<file path="config.mk">
export PLATFORM = sky130hd
export DESIGN_NAME = calibration_table_interpolator
export DESIGN_NICKNAME = d
export VERILOG_FILES = /design/src/design/cti_pkg.sv /design/src/design/calibration_table_interpolator.sv /design/src/design/cti_front.sv /design/src/design/cti_back.sv
export SDC_FILE = /design/constraint.sdc
export NUM_CORES = 2
export LEC_CHECK = 0
export BUFFER_PORTS_ARGS = -buffer_cell sky130_fd_sc_hd__buf_2
export CAP_MARGIN = 15
export CELL_PAD_IN_SITES_DETAIL_PLACEMENT = 1
export CELL_PAD_IN_SITES_GLOBAL_PLACEMENT = 1
export CORE_MARGIN = 2
export CORE_UTILIZATION = 50
export CTS_BUF_LIST = sky130_fd_sc_hd__clkbuf_16
export DETAILED_ROUTE_END_ITERATION = 12
export MAX_ROUTING_LAYER = met4
export PLACE_DENSITY = 0.82
export SYNTH_ARGS = -nofsm -noshare
export SYNTH_HDL_FRONTEND = slang
export SYNTH_SLANG_ARGS = --single-unit
</file>
<file path="constraint.sdc">
create_clock -name clk_i -period 16.8 [get_ports clk_i]
set_clock_uncertainty 0.1 [all_clocks]
set_input_delay 1.68 -clock clk_i [delete_from_list [all_inputs] [get_ports clk_i]]
set_output_delay 1.68 -clock clk_i [all_outputs]
set_load 0.02 [all_outputs]
</file>
<file path="src/design/cti_pkg.sv">
// ---------------------------------------------------------------------------
// cti_pkg: shared types for the calibration table interpolator
// Command codes, region codes, walker state codes and the front-to-back item record.
// ---------------------------------------------------------------------------
`default_nettype none
package cti_pkg;
  localparam int unsigned AngleW = 17;
  localparam int unsigned RotW   = 24;
  localparam int unsigned CntW   = 7;

  typedef enum logic {
    CMD_LOAD  = 1'b0,
    CMD_QUERY = 1'b1
  } cmd_e;

  typedef enum logic [1:0] {
    REG_INTERP = 2'd0,
    REG_FIRST  = 2'd1,
    REG_LAST   = 2'd2,
    REG_NONE   = 2'd3
  } region_e;

  typedef enum logic [2:0] {
    ST_IDLE,
    ST_ENDS,
    ST_WALK,
    ST_MUL,
    ST_DIV,
    ST_DONE
  } state_e;

  // Query item as handed from the front to the back.
  typedef struct packed {
    logic signed [AngleW-1:0] angle;
  } query_t;
endpackage
`default_nettype wire

</file>
<file path="src/design/calibration_table_interpolator.sv">
// ---------------------------------------------------------------------------
// calibration_table_interpolator: angle to rotation count lookup
// Piecewise-linear lookup over a loaded calibration table.
// ---------------------------------------------------------------------------
// A load item writes one angle/count pair and gives no result; it is held
// off (full high) while a query is queued or still in progress, so a
// query always sees the table as it was when the query was accepted.
// A query item gives one result: the first and last used entries are read,
// then the segments are checked one at a time through the single table read
// port, and a hit on a sloped segment goes through a multiply state plus a
// 43-step restoring divide. Queries wait in a 2-deep queue in front of the
// walker; the result sits in an output register, so a new query starts
// while the previous result waits to be popped.
`default_nettype none
module calibration_table_interpolator #(
  parameter int unsigned TABLE_DEPTH = 64
) (
  input  logic                clk_i,
  input  logic                rst_ni,
  input  logic                push,
  output logic                full,
  input  logic                command_i,
  input  logic [5:0]          entry_index_i,
  input  logic signed [16:0]  entry_angle_i,
  input  logic signed [23:0]  entry_rotations_i,
  input  logic signed [16:0]  query_angle_i,
  input  logic                cfg_we_i,
  input  logic [6:0]          cfg_wdata_i,
  output logic                empty,
  input  logic                pop,
  output logic signed [23:0]  target_rotations_o,
  output logic [1:0]          region_o
);
  import cti_pkg::*;
  localparam int unsigned IdxW = $clog2(TABLE_DEPTH);

  logic [6:0]          n_q;
  logic                wr_en, q_valid, q_take, busy;
  logic [IdxW-1:0]     wr_idx;
  logic signed [16:0]  wr_angle;
  logic signed [23:0]  wr_rot;
  query_t              q_item;

  // entries_in_use register
  always_ff @(posedge clk_i or negedge rst_ni) begin
    if (!rst_ni) n_q <= 7'd64;
    else if (cfg_we_i) n_q <= cfg_wdata_i;
  end

  cti_front #(.Depth(TABLE_DEPTH), .IdxW(IdxW), .QDepth(2)) u_front (
    .clk_i, .rst_ni, .push, .full, .command_i, .entry_index_i,
    .entry_angle_i, .entry_rotations_i, .query_angle_i,
    .wr_en_o(wr_en), .wr_idx_o(wr_idx), .wr_angle_o(wr_angle),
    .wr_rot_o(wr_rot), .q_valid_o(q_valid), .q_item_o(q_item),
    .q_take_i(q_take), .busy_i(busy)
  );

  cti_back #(.Depth(TABLE_DEPTH), .IdxW(IdxW)) u_back (
    .clk_i, .rst_ni, .n_i(n_q), .wr_en_i(wr_en), .wr_idx_i(wr_idx),
    .wr_angle_i(wr_angle), .wr_rot_i(wr_rot), .q_valid_i(q_valid),
    .q_item_i(q_item), .q_take_o(q_take), .busy_o(busy), .empty, .pop,
    .target_rotations_o, .region_o
  );
endmodule
`default_nettype wire

</file>
<file path="src/design/cti_front.sv">
// ---------------------------------------------------------------------------
// cti_front: item intake
// Loads go straight to the table write port; queries enter a small queue.
// ---------------------------------------------------------------------------
`default_nettype none
module cti_front #(
  parameter int unsigned Depth = 64,
  parameter int unsigned IdxW = 6,
  parameter int unsigned QDepth = 2
) (
  input  logic                         clk_i,
  input  logic                         rst_ni,
  input  logic                         push,
  output logic                         full,
  input  logic                         command_i,
  input  logic [5:0]                   entry_index_i,
  input  logic signed [16:0]           entry_angle_i,
  input  logic signed [23:0]           entry_rotations_i,
  input  logic signed [16:0]           query_angle_i,
  output logic                         wr_en_o,
  output logic [IdxW-1:0]              wr_idx_o,
  output logic signed [16:0]           wr_angle_o,
  output logic signed [23:0]           wr_rot_o,
  output logic                         q_valid_o,
  output cti_pkg::query_t              q_item_o,
  input  logic                         q_take_i,
  input  logic                         busy_i
);
  import cti_pkg::*;
  localparam int unsigned PW = (QDepth > 1) ? $clog2(QDepth) : 1;

  query_t        fifo_q [QDepth];
  logic [PW-1:0] wp_q, rp_q;
  logic [PW:0]   cnt_q;
  logic          acc, is_q, in_rng;

  // a query waits while the queue is full; a load waits until no query is queued or in progress
  assign full   = (cnt_q == (PW+1)'(QDepth)) || (!is_q && (q_valid_o || busy_i));
  assign acc    = push && !full;
  assign is_q   = (cmd_e'(command_i) == CMD_QUERY);
  assign in_rng = ({{(32-6){1'b0}}, entry_index_i} < 32'(Depth));

  assign wr_en_o    = acc && !is_q && in_rng;
  assign wr_idx_o   = IdxW'(entry_index_i);
  assign wr_angle_o = entry_angle_i;
  assign wr_rot_o   = entry_rotations_i;
  assign q_valid_o  = (cnt_q != '0);
  assign q_item_o   = fifo_q[rp_q];

  always_ff @(posedge clk_i) begin
    if (acc && is_q) begin
      fifo_q[wp_q].angle <= query_angle_i;
    end
  end

  always_ff @(posedge clk_i or negedge rst_ni) begin
    if (!rst_ni) begin
      wp_q  <= '0;
      rp_q  <= '0;
      cnt_q <= '0;
    end else begin
      if (acc && is_q) begin
        wp_q <= (wp_q == PW'(QDepth-1)) ? '0 : wp_q + 1'b1;
      end
      if (q_take_i && q_valid_o) begin
        rp_q <= (rp_q == PW'(QDepth-1)) ? '0 : rp_q + 1'b1;
      end
      cnt_q <= cnt_q + (PW+1)'(acc && is_q) - (PW+1)'(q_take_i && q_valid_o);
    end
  end
endmodule
`default_nettype wire

</file>
<file path="src/design/cti_back.sv">
// ---------------------------------------------------------------------------
// cti_back: table storage, segment walk, serial divide, result register
// ---------------------------------------------------------------------------
`default_nettype none
module cti_back #(
  parameter int unsigned Depth = 64,
  parameter int unsigned IdxW = 6
) (
  input  logic                   clk_i,
  input  logic                   rst_ni,
  input  logic [6:0]             n_i,
  input  logic                   wr_en_i,
  input  logic [IdxW-1:0]        wr_idx_i,
  input  logic signed [16:0]     wr_angle_i,
  input  logic signed [23:0]     wr_rot_i,
  input  logic                   q_valid_i,
  input  cti_pkg::query_t        q_item_i,
  output logic                   q_take_o,
  output logic                   busy_o,
  output logic                   empty,
  input  logic                   pop,
  output logic signed [23:0]     target_rotations_o,
  output logic [1:0]             region_o
);
  import cti_pkg::*;
  localparam int unsigned NumW = 43;  // |q-a0|*|r1-r0| < 2^18 * 2^25
  localparam int unsigned DenW = 18;

  logic signed [16:0] ang_mem [Depth];
  logic signed [23:0] rot_mem [Depth];
  logic signed [16:0] ra_q;
  logic signed [23:0] rr_q;
  logic [IdxW-1:0]    raddr;

  state_e state_q, state_d;
  logic [IdxW:0]  cnt_q, last_q;   // read index / last slot
  logic [1:0]     sub_q;           // read phase within ENDS/WALK
  logic signed [16:0] qa_q, first_q, a0_q;
  logic signed [23:0] r0_q, lastr_q, firstr_q;
  logic           rise_q;
  logic signed [17:0] dq_q, den_q;
  logic signed [24:0] dr_q;
  logic [NumW-1:0]    num_q;
  logic [DenW:0]      rem_q;
  logic [5:0]         bit_q;
  logic               neg_q;
  logic signed [25:0] res_q;
  logic [1:0]         reg_q;
  logic               out_v_q;
  logic signed [23:0] out_r_q;
  logic [1:0]         out_g_q;

  // memory: one write, one registered read
  always_ff @(posedge clk_i) begin
    if (wr_en_i) begin
      ang_mem[wr_idx_i] <= wr_angle_i;
      rot_mem[wr_idx_i] <= wr_rot_i;
    end
    ra_q <= ang_mem[raddr];
    rr_q <= rot_mem[raddr];
  end

  logic [IdxW:0] n_cl;
  always_comb begin
    if (n_i < 7'd2) n_cl = (IdxW+1)'(2);
    else if ({25'd0, n_i} > 32'(Depth)) n_cl = (IdxW+1)'(Depth);
    else n_cl = (IdxW+1)'(n_i);
  end

  logic seg_done, hit, flat;
  assign raddr = cnt_q[IdxW-1:0];
  assign hit = rise_q ? (qa_q >= a0_q && qa_q <= ra_q)
                      : (qa_q <= a0_q && qa_q >= ra_q);
  assign flat = (ra_q == a0_q);
  assign seg_done = (cnt_q == last_q);

  always_comb begin
    state_d = state_q;
    case (state_q)
      ST_IDLE: if (q_valid_i) state_d = ST_ENDS;
      ST_ENDS: if (sub_q == 2'd2) state_d = ST_WALK;
      ST_WALK: begin
        if (sub_q == 2'd1) begin
          if (reg_q != REG_NONE) state_d = ST_DONE;
          else if (hit && !flat) state_d = ST_MUL;
          else if (hit || seg_done) state_d = ST_DONE;
        end
      end
      ST_MUL:  state_d = ST_DIV;
      ST_DIV:  if (bit_q == '0) state_d = ST_DONE;
      ST_DONE: if (!out_v_q || pop) state_d = ST_IDLE;
      default: state_d = ST_IDLE;
    endcase
  end

  assign q_take_o = (state_q == ST_IDLE) && q_valid_i;
  assign busy_o = (state_q != ST_IDLE);
  assign empty = !out_v_q;
  assign target_rotations_o = out_r_q;
  assign region_o = out_g_q;

  logic [DenW:0] trial;
  assign trial = {rem_q[DenW-1:0], num_q[NumW-1]};

  // magnitudes fit in 17 and 25 bits: a 17x25 product
  logic [17:0] dq_abs;
  logic [24:0] dr_abs;
  logic [41:0] prod;
  assign dq_abs = dq_q[17] ? -dq_q : dq_q;
  assign dr_abs = dr_q[24] ? -dr_q : dr_q;
  assign prod = {25'd0, dq_abs[16:0]} * {17'd0, dr_abs};

  logic signed [25:0] sum;
  logic [NumW-1:0] qmag;
  assign qmag = num_q;  // quotient accumulates into num_q low bits
  assign sum = 26'(r0_q) + (neg_q ? -26'(qmag) : 26'(qmag));

  always_ff @(posedge clk_i) begin
    case (state_q)
      ST_IDLE: begin
        qa_q <= q_item_i.angle;
        cnt_q <= '0;
        last_q <= n_cl - 1'b1;
        sub_q <= '0;
        reg_q <= REG_NONE;
      end
      ST_ENDS: begin
        sub_q <= sub_q + 1'b1;
        if (sub_q == 2'd0) cnt_q <= last_q;
        if (sub_q == 2'd1) begin
          first_q <= ra_q; firstr_q <= rr_q; cnt_q <= '0;
        end
        if (sub_q == 2'd2) begin
          lastr_q <= rr_q; cnt_q <= (IdxW+1)'(1);
          a0_q <= first_q; r0_q <= firstr_q;
          rise_q <= (ra_q >= first_q);
          sub_q <= '0;
          if ((ra_q >= first_q) ? (qa_q <= first_q) : (qa_q >= first_q)) begin
            reg_q <= REG_FIRST; res_q <= 26'(firstr_q);
          end else if ((ra_q >= first_q) ? (qa_q >= ra_q) : (qa_q <= ra_q)) begin
            reg_q <= REG_LAST; res_q <= 26'(rr_q);
          end else begin
            res_q <= 26'(rr_q);
          end
        end
      end
      ST_WALK: begin
        // sub 0: read issued for cnt; sub 1: compare segment (a0, ra)
        if (sub_q == 2'd0) sub_q <= 2'd1;
        else if (reg_q == REG_NONE) begin
          sub_q <= '0;
          if (hit) begin
            reg_q <= REG_INTERP;
            res_q <= 26'(r0_q);
            dq_q  <= 18'(qa_q) - 18'(a0_q);
            den_q <= 18'(ra_q) - 18'(a0_q);
            dr_q  <= 25'(rr_q) - 25'(r0_q);
          end else begin
            a0_q <= ra_q; r0_q <= rr_q;
            cnt_q <= cnt_q + 1'b1;
            res_q <= 26'(lastr_q);
          end
        end
      end
      ST_MUL: begin
        num_q <= NumW'(prod);
        neg_q <= dq_q[17] ^ dr_q[24] ^ den_q[17];
        den_q <= den_q[17] ? -den_q : den_q;
        rem_q <= '0;
        bit_q <= 6'(NumW);
      end
      ST_DIV: begin
        // restoring divide; final step rounds half away from zero
        if (bit_q != '0) begin
          bit_q <= bit_q - 1'b1;
          if (trial >= {1'b0, den_q}) begin
            rem_q <= trial - {1'b0, den_q};
            num_q <= {num_q[NumW-2:0], 1'b1};
          end else begin
            rem_q <= trial;
            num_q <= {num_q[NumW-2:0], 1'b0};
          end
        end
      end
      default: ;
    endcase
    if (state_q == ST_DIV && bit_q == '0) begin
      res_q <= sum + 26'({rem_q, 1'b0} >= {2'b00, den_q} ? (neg_q ? -1 : 1) : 0);
    end
    if (state_q == ST_DONE && (!out_v_q || pop)) begin
      out_g_q <= reg_q;
      out_r_q <= (res_q > 26'sd8388607) ? 24'sh7fffff :
                 (res_q < -26'sd8388608) ? 24'sh800000 : res_q[23:0];
    end
  end

  always_ff @(posedge clk_i or negedge rst_ni) begin
    if (!rst_ni) begin
      state_q <= ST_IDLE;
      out_v_q <= 1'b0;
    end else begin
      state_q <= state_d;
      if (state_q == ST_DONE && (!out_v_q || pop)) out_v_q <= 1'b1;
      else if (pop && out_v_q) out_v_q <= 1'b0;
    end
  end
endmodule
`default_nettype wire
</file>
; After elaboration in Yosys (flattened, before gate mapping)
; Memory sizes are Yosys's and may differ from the RTL's. A register that Yosys moved wholly into a read port is not among the register bits.
; Cells that the tools add are included.
; W data, S select, Z words.
[totals]
register_bits = 322
mem_bits_rw = 2658
memories = 3
output_inout_bits = 28
[op_classes]
multipliers = 1
reduce_logical = 44
n_bitwise = 3
n_mux = 76
addsub = 18
magnitude_cmp = 13
n_eq_ne = 30
[memory_table]
columns = memory, depth, word_bits, rd, rd_clocked_by_memory_dff, write_ports, line_no
row1 = u_back.rot_mem, 64, 24, 1, 1, 1, cti_back.sv:30  ; logic signed [23:0] rot_mem [Depth];
row2 = u_back.ang_mem, 64, 17, 1, 1, 1, cti_back.sv:29  ; logic signed [16:0] ang_mem [Depth];
row3 = u_front.fifo_q, 2, 17, 1, 1, 1, cti_front.sv:32  ; query_t fifo_q [QDepth];
[ops]
columns = op, count
row1 = $mux W26, 9
row2 = $mux W24, 5
row3 = $pmux W43 S2, 1
row4 = $mux W17, 5
row5 = $mux W18, 4
row6 = $ge A17 B17 Y1, 4
row7 = $mux W7, 8
row8 = $add A26 B26 Y26, 2
row9 = $pmux W26 S2, 1
row10 = $le A17 B17 Y1, 3
row11 = $pmux W24 S2, 1
row12 = $mux W43, 1
row13 = $mul A17 B25 Y42, 1
row14 = $mux W19, 2
row15 = $pmux W19 S2, 1
row16 = $pmux W18 S2, 1
row17 = $sub A17 B17 Y18, 2
row18 = $pmux W17 S2, 1
row19 = $gt A26 B24 Y1 const B, 1
row20 = $lt A26 B24 Y1 const B, 1
row21 = $neg A26 Y26, 1
row22 = $mux W25, 1
row23 = $neg A25 Y25, 1
row24 = $sub A24 B24 Y25, 1
row25 = 49 further kinds, 127

; Logic depth before layout (Yosys ltp)
[depth]
word_depth = 9
mapped_depth = 33

; By module
; A second synthesis with hierarchy kept.
[hier_totals]
cells_unflattened = 7658
hier_area_um2 = 137105.2
[modules_own_cells]
columns = mod, area_each_um2, instances, cells_per_inst, seq_area_each_um2
row1 = cti_back, 134963.2, 1, 7522, 89445.8
row2 = cti_front, 1849.3, 1, 121, 1121.1
row3 = calibration_table_interpolator, 292.8, 1, 15, 176.4

; Least setup slack after synthesis
; Ideal clock, no wire load.
[synth_timing]
path_kind = reg-to-reg
startpoint = register u_back.dr_q[0]
endpoint = register u_back.num_q[40] (data pin)
path_buffers = 2
setup_time_ns = 0.268
required_ns = 16.432
period_less_slack_ns = 8.989
path_stages_with_launch = 32
t_arrival_ns = 8.621
slack_ns = 7.811
cell_sequence = edfxtp_1 buf_6 clkinv_4 ha_1 nand2_1 or3_1 or4_1 or4_1 or4_1 o31ai_1 xnor2_1 clkbuf_1 nand2_1 fa_1 fa_1 fa_1 inv_1 fa_1 fa_1 inv_1 fa_1 inv_1 ha_1 and3_1 and2_1 a221o_1 a221o_1 a31oi_1 o311ai_0 a31oi_1 xor2_1 o21ai_0
[synth_via]
elab_chain_len = 4
[synth_rtl]
columns = element, line_no
row1 = from (decl), cti_back.sv:42  ; logic signed [24:0] dr_q;
row2 = from (signal assigned), cti_back.sv:157  ; dr_q <= 25'(rr_q) - 25'(r0_q);
row3 = $neg A25 Y25, cti_back.sv:110  ; assign dr_abs = dr_q[24] ? -dr_q : dr_q;
row4 = $mux W25 (*), cti_back.sv:110
row5 = $mul A17 B25 Y42 (*), cti_back.sv:111  ; assign prod = {25'd0, dq_abs[16:0]} * {17'd0, dr_abs};
row6 = $pmux W43 S2 (*), cti_back.sv:119  ; case (state_q)
row7 = to (signal assigned), cti_back.sv:166  ; num_q <= NumW'(prod);
row8 = to (signal assigned), cti_back.sv:178  ; num_q <= {num_q[NumW-2:0], 1'b1};
row9 = to (signal assigned), cti_back.sv:181  ; num_q <= {num_q[NumW-2:0], 1'b0};
row10 = to (decl), cti_back.sv:43  ; logic [NumW-1:0] num_q;
; Every way passes the cells marked *; elsewhere a longest branch is shown, timed or not.
; A chain may end at the register's enable or synchronous reset.

; Worst setup path after layout
[layout_timing]
startpoint = register u_back.dr_q[0]
endpoint = register u_back.num_q[41] (data pin)
; Same word-level chain as after synthesis.

==> qor.csv <==
metric,value,unit
CTS tree,built,
Post-Synthesis Cells,7607,
max cap viols,0,
setup violators final,0,
total track usage,33.0,%
vias per cell,6.68,
first-pass GRT wire length,629,mm
fin crit period,10.30,ns
r2r worst-path depth,31,
final non-filler cell total,11800,
#FFs+latches synth,3038,
Die W,527,µm
"Req. time, crit path",17.25,ns
critical path depth in cells,31,
largest area contributor in the netlist,edfxtp_1,
Hold Crit Endpoint,u_back.lastr_q[0],
mapped cell area,0.137,mm²
number of antenna violations at the first check in global routing,32,
CP bufs+invs,6,
Async SR Flop Fraction,0.494,%
status,completed,
core region area,0.273,mm²
Netlist cell types,80,
arrival time worst endpoint,10.75,ns
Post-synth EDFFs,2982,
Port Buf Inserts,104,
Slowest cell on crit path,o41ai_1,
CP max FO,10,
Setup CP Type,reg2reg,
Sw Pwr,9.45,mW
clock group share of total power,26.6,%
CTS root buf,clkbuf_16,
fin crit share,61.3,%
critical path startpoint category,flip-flop,
Worst R2R Start,u_back.dr_q[0],
average size of a mapped cell,18.0,µm²
Syn Nets,8339,
setup_tns,0,ns
nets,8634,
HP Start,u_back.rr_q[0],
Power Total,26.6,mW
H-tree level count,5,
endpoints failing hold,0,
Area contributors post-synth,"edfxtp_1 (65%), mux4_2 (14%), fa_1 (5.5%), ha_1 (2.6%), inv_1 (1.7%)",
clk sinks,3038,
Slew headroom,13.8,%
vias in the first global route,82500,
remaining antenna violation count,0,
I/O pin count,105,
Ys Warns,0,
Top delay family on crit path,adder cells,
"most common cell after layout, fill and taps aside",edfxtp_1,
worst vdd ir,0.144,mV
Seq pwr share,35.1,%
RR Endpoint,u_back.num_q[41],
Total Wirelength,445,mm
CTS Buf Count,315,
Combinational Power Share,38.4,%
area grow syn2layout,11.9,%
RSZ-0062 raised after global routing,no,
CP Capture Type,flip-flop,
Internal Power,17.1,mW
Starting Density,50.1,%
Worst-path clk slew,0.08,ns
critical path's most frequent cell,fa_1,
CP peak stage delay,0.82,ns
total number of vias,78500,
DP HPWL,242,mm
CTS Hold Buffers Added,0,
Die Area,0.278,mm²
top cell type's share of synthesized area,65.5,%
placed cells,11200,
worst hold slack,0.419,ns
worst-margin pin slew,1.29,ns
std cell rows,192,
post-CTS setup buffer count,0,
Switching Share,35.6,%
Worst Hold Depth,0,
PwrDens,174,mW/mm²
Worst R2R Setup Slack,6.50,ns
Static Leakage,52.2,nW
fmax,97.1,MHz
fin util,56.1,%
Die Y,527,µm
post-CTS sizing,0,
clk_lat worst skew,0.90,ns
gpl congestion,0.943,
drt wl/cell,37.9,µm
Max clock buf depth,4,
Synth Flop Type,edfxtp_1,
Initial DRT Pass Iterations,5,
layout cells sized above 1,21.8,%
largest net degree at the start of global routing,136,
grt ovf,0,
part of the Yosys area used for sequential elements,66.4,%
initial DRC count,10600,
Worst Hold Class,reg2reg,
most frequent cells in the layout,"edfxtp_1 (2982), mux4_2 (861), inv_1 (672)",
DRC viols,0,
Max Slew Vio Count,0,
logic make-up (layout without fill, tap and decap cells):
group / after synthesis / in the layout / share of synthesized area, %
multiplexers: 962 / 962 / 15.0
XOR/XNOR: 246 / 246 / 1.58
adder cells (fa/ha/maj): 655 / 655 / 8.05
AO/OA/AOI/OAI: 564 / 564 / 2.63
flip-flops: 3038 / 3038 / 66.4
buffers and inverters: 927 / 1462 / 2.56
AND/OR/NAND/NOR: 1215 / 1215 / 3.87
other: 0 / 27 / 0
registers in the layout (all words and copies together) (netlist names), 19 cells and up:
register,count
u_back.rr_q,24
u_back.target_rotations_o,24
u_back.res_q,26
u_back.ang_mem,1088
u_back.dr_q,25
u_back.r0_q,24
u_front.fifo_q,34
u_back.lastr_q,24
u_back.num_q,43
u_back.rot_mem,1536
u_back.firstr_q,24
u_back.rem_q,19
power groups by stage:
stage          Sequential, mW  Clock (mW)  Combinational [mW]
6_report                 9.31        7.05                10.2
5_1_grt                  9.34        7.29                10.9
4_1_cts                  9.30        7.07                10.2
3_5_place_dp             9.45           0                9.86
3_3_place_gp             9.43           0                9.56
2_1_floorplan            9.29           0                6.76
cell usage after synthesis (24+ instances only):
cell	instances
o31ai_1	31
nor2_1	400
mux2_2	46
nand2b_1	33
fa_1	374
nor2b_1	24
ha_1	281
a21oi_1	147
nand4_1	26
xor2_1	100
nor3_1	41
nand3_1	46
nand2_1	509
xnor2_1	146
dfxtp_1	41
mux2i_1	55
buf_1	73
o21ai_0	147
inv_1	611
edfxtp_1	2982
and2_1	26
a21o_1	50
mux4_2	861
clkbuf_1	236
routing by layer:
layer | vias to the layer above | wire, µm | track usage (%)
met5 | - | 0 | -
met4 | 0 | 28300 | 18.1
met1 | 41300 | 153000 | 39.9
met2 | 5907 | 221000 | 53.3
li1 | 29900 | - | -
met3 | 1362 | 42800 | 5.76
worst max path at each step:
stage	from	end	slack, ns
3_5_place_dp	u_back.dr_q[0]	u_back.num_q[41]	6.53
3_3_place_gp	u_back.dr_q[0]	u_back.num_q[41]	6.40
2_1_floorplan	u_back.dr_q[0]	u_back.num_q[40]	7.81
6_report	u_back.dr_q[0]	u_back.num_q[41]	6.50
4_1_cts	u_back.dr_q[0]	u_back.num_q[41]	6.54
5_1_grt	u_back.dr_q[0]	u_back.num_q[41]	6.00
metrics by stage:
| stage | area, µm² | worst slack [ns] |
|---|---|---|
| floorplan | 137000 | 7.81 |
| CTS | 153000 | 6.54 |
| finish | 153000 | 6.50 |
| global placement | 143000 | 6.40 |
| global route | 153000 | 6.00 |
| detailed placement | 143000 | 6.53 |
worst reg2reg max path, delay by kind of cell (launching register included):
kind,cells,cell delay (ns)
adder cells (fa/ha/maj),7,3.48
XOR/XNOR,2,0.83
buffers and inverters,6,0.77
flip-flops,1,0.55
AND/OR/NAND/NOR,10,2.45
AO/OA/AOI/OAI,6,1.86
area by class of cell:
class | count | area, µm²
Multi-Input combinational cell | 3642 | 43200
Timing Repair Buffer | 292 | 2210
Antenna cell | 27 | 67.6
Clock inverter | 233 | 1840
Fill cell | 24300 | 120000
Clock buffer | 324 | 8110
Inverter | 613 | 2310
Sequential cell | 3038 | 90700
Tap cell | 3589 | 4490
(Power assumes the default switching activity.)
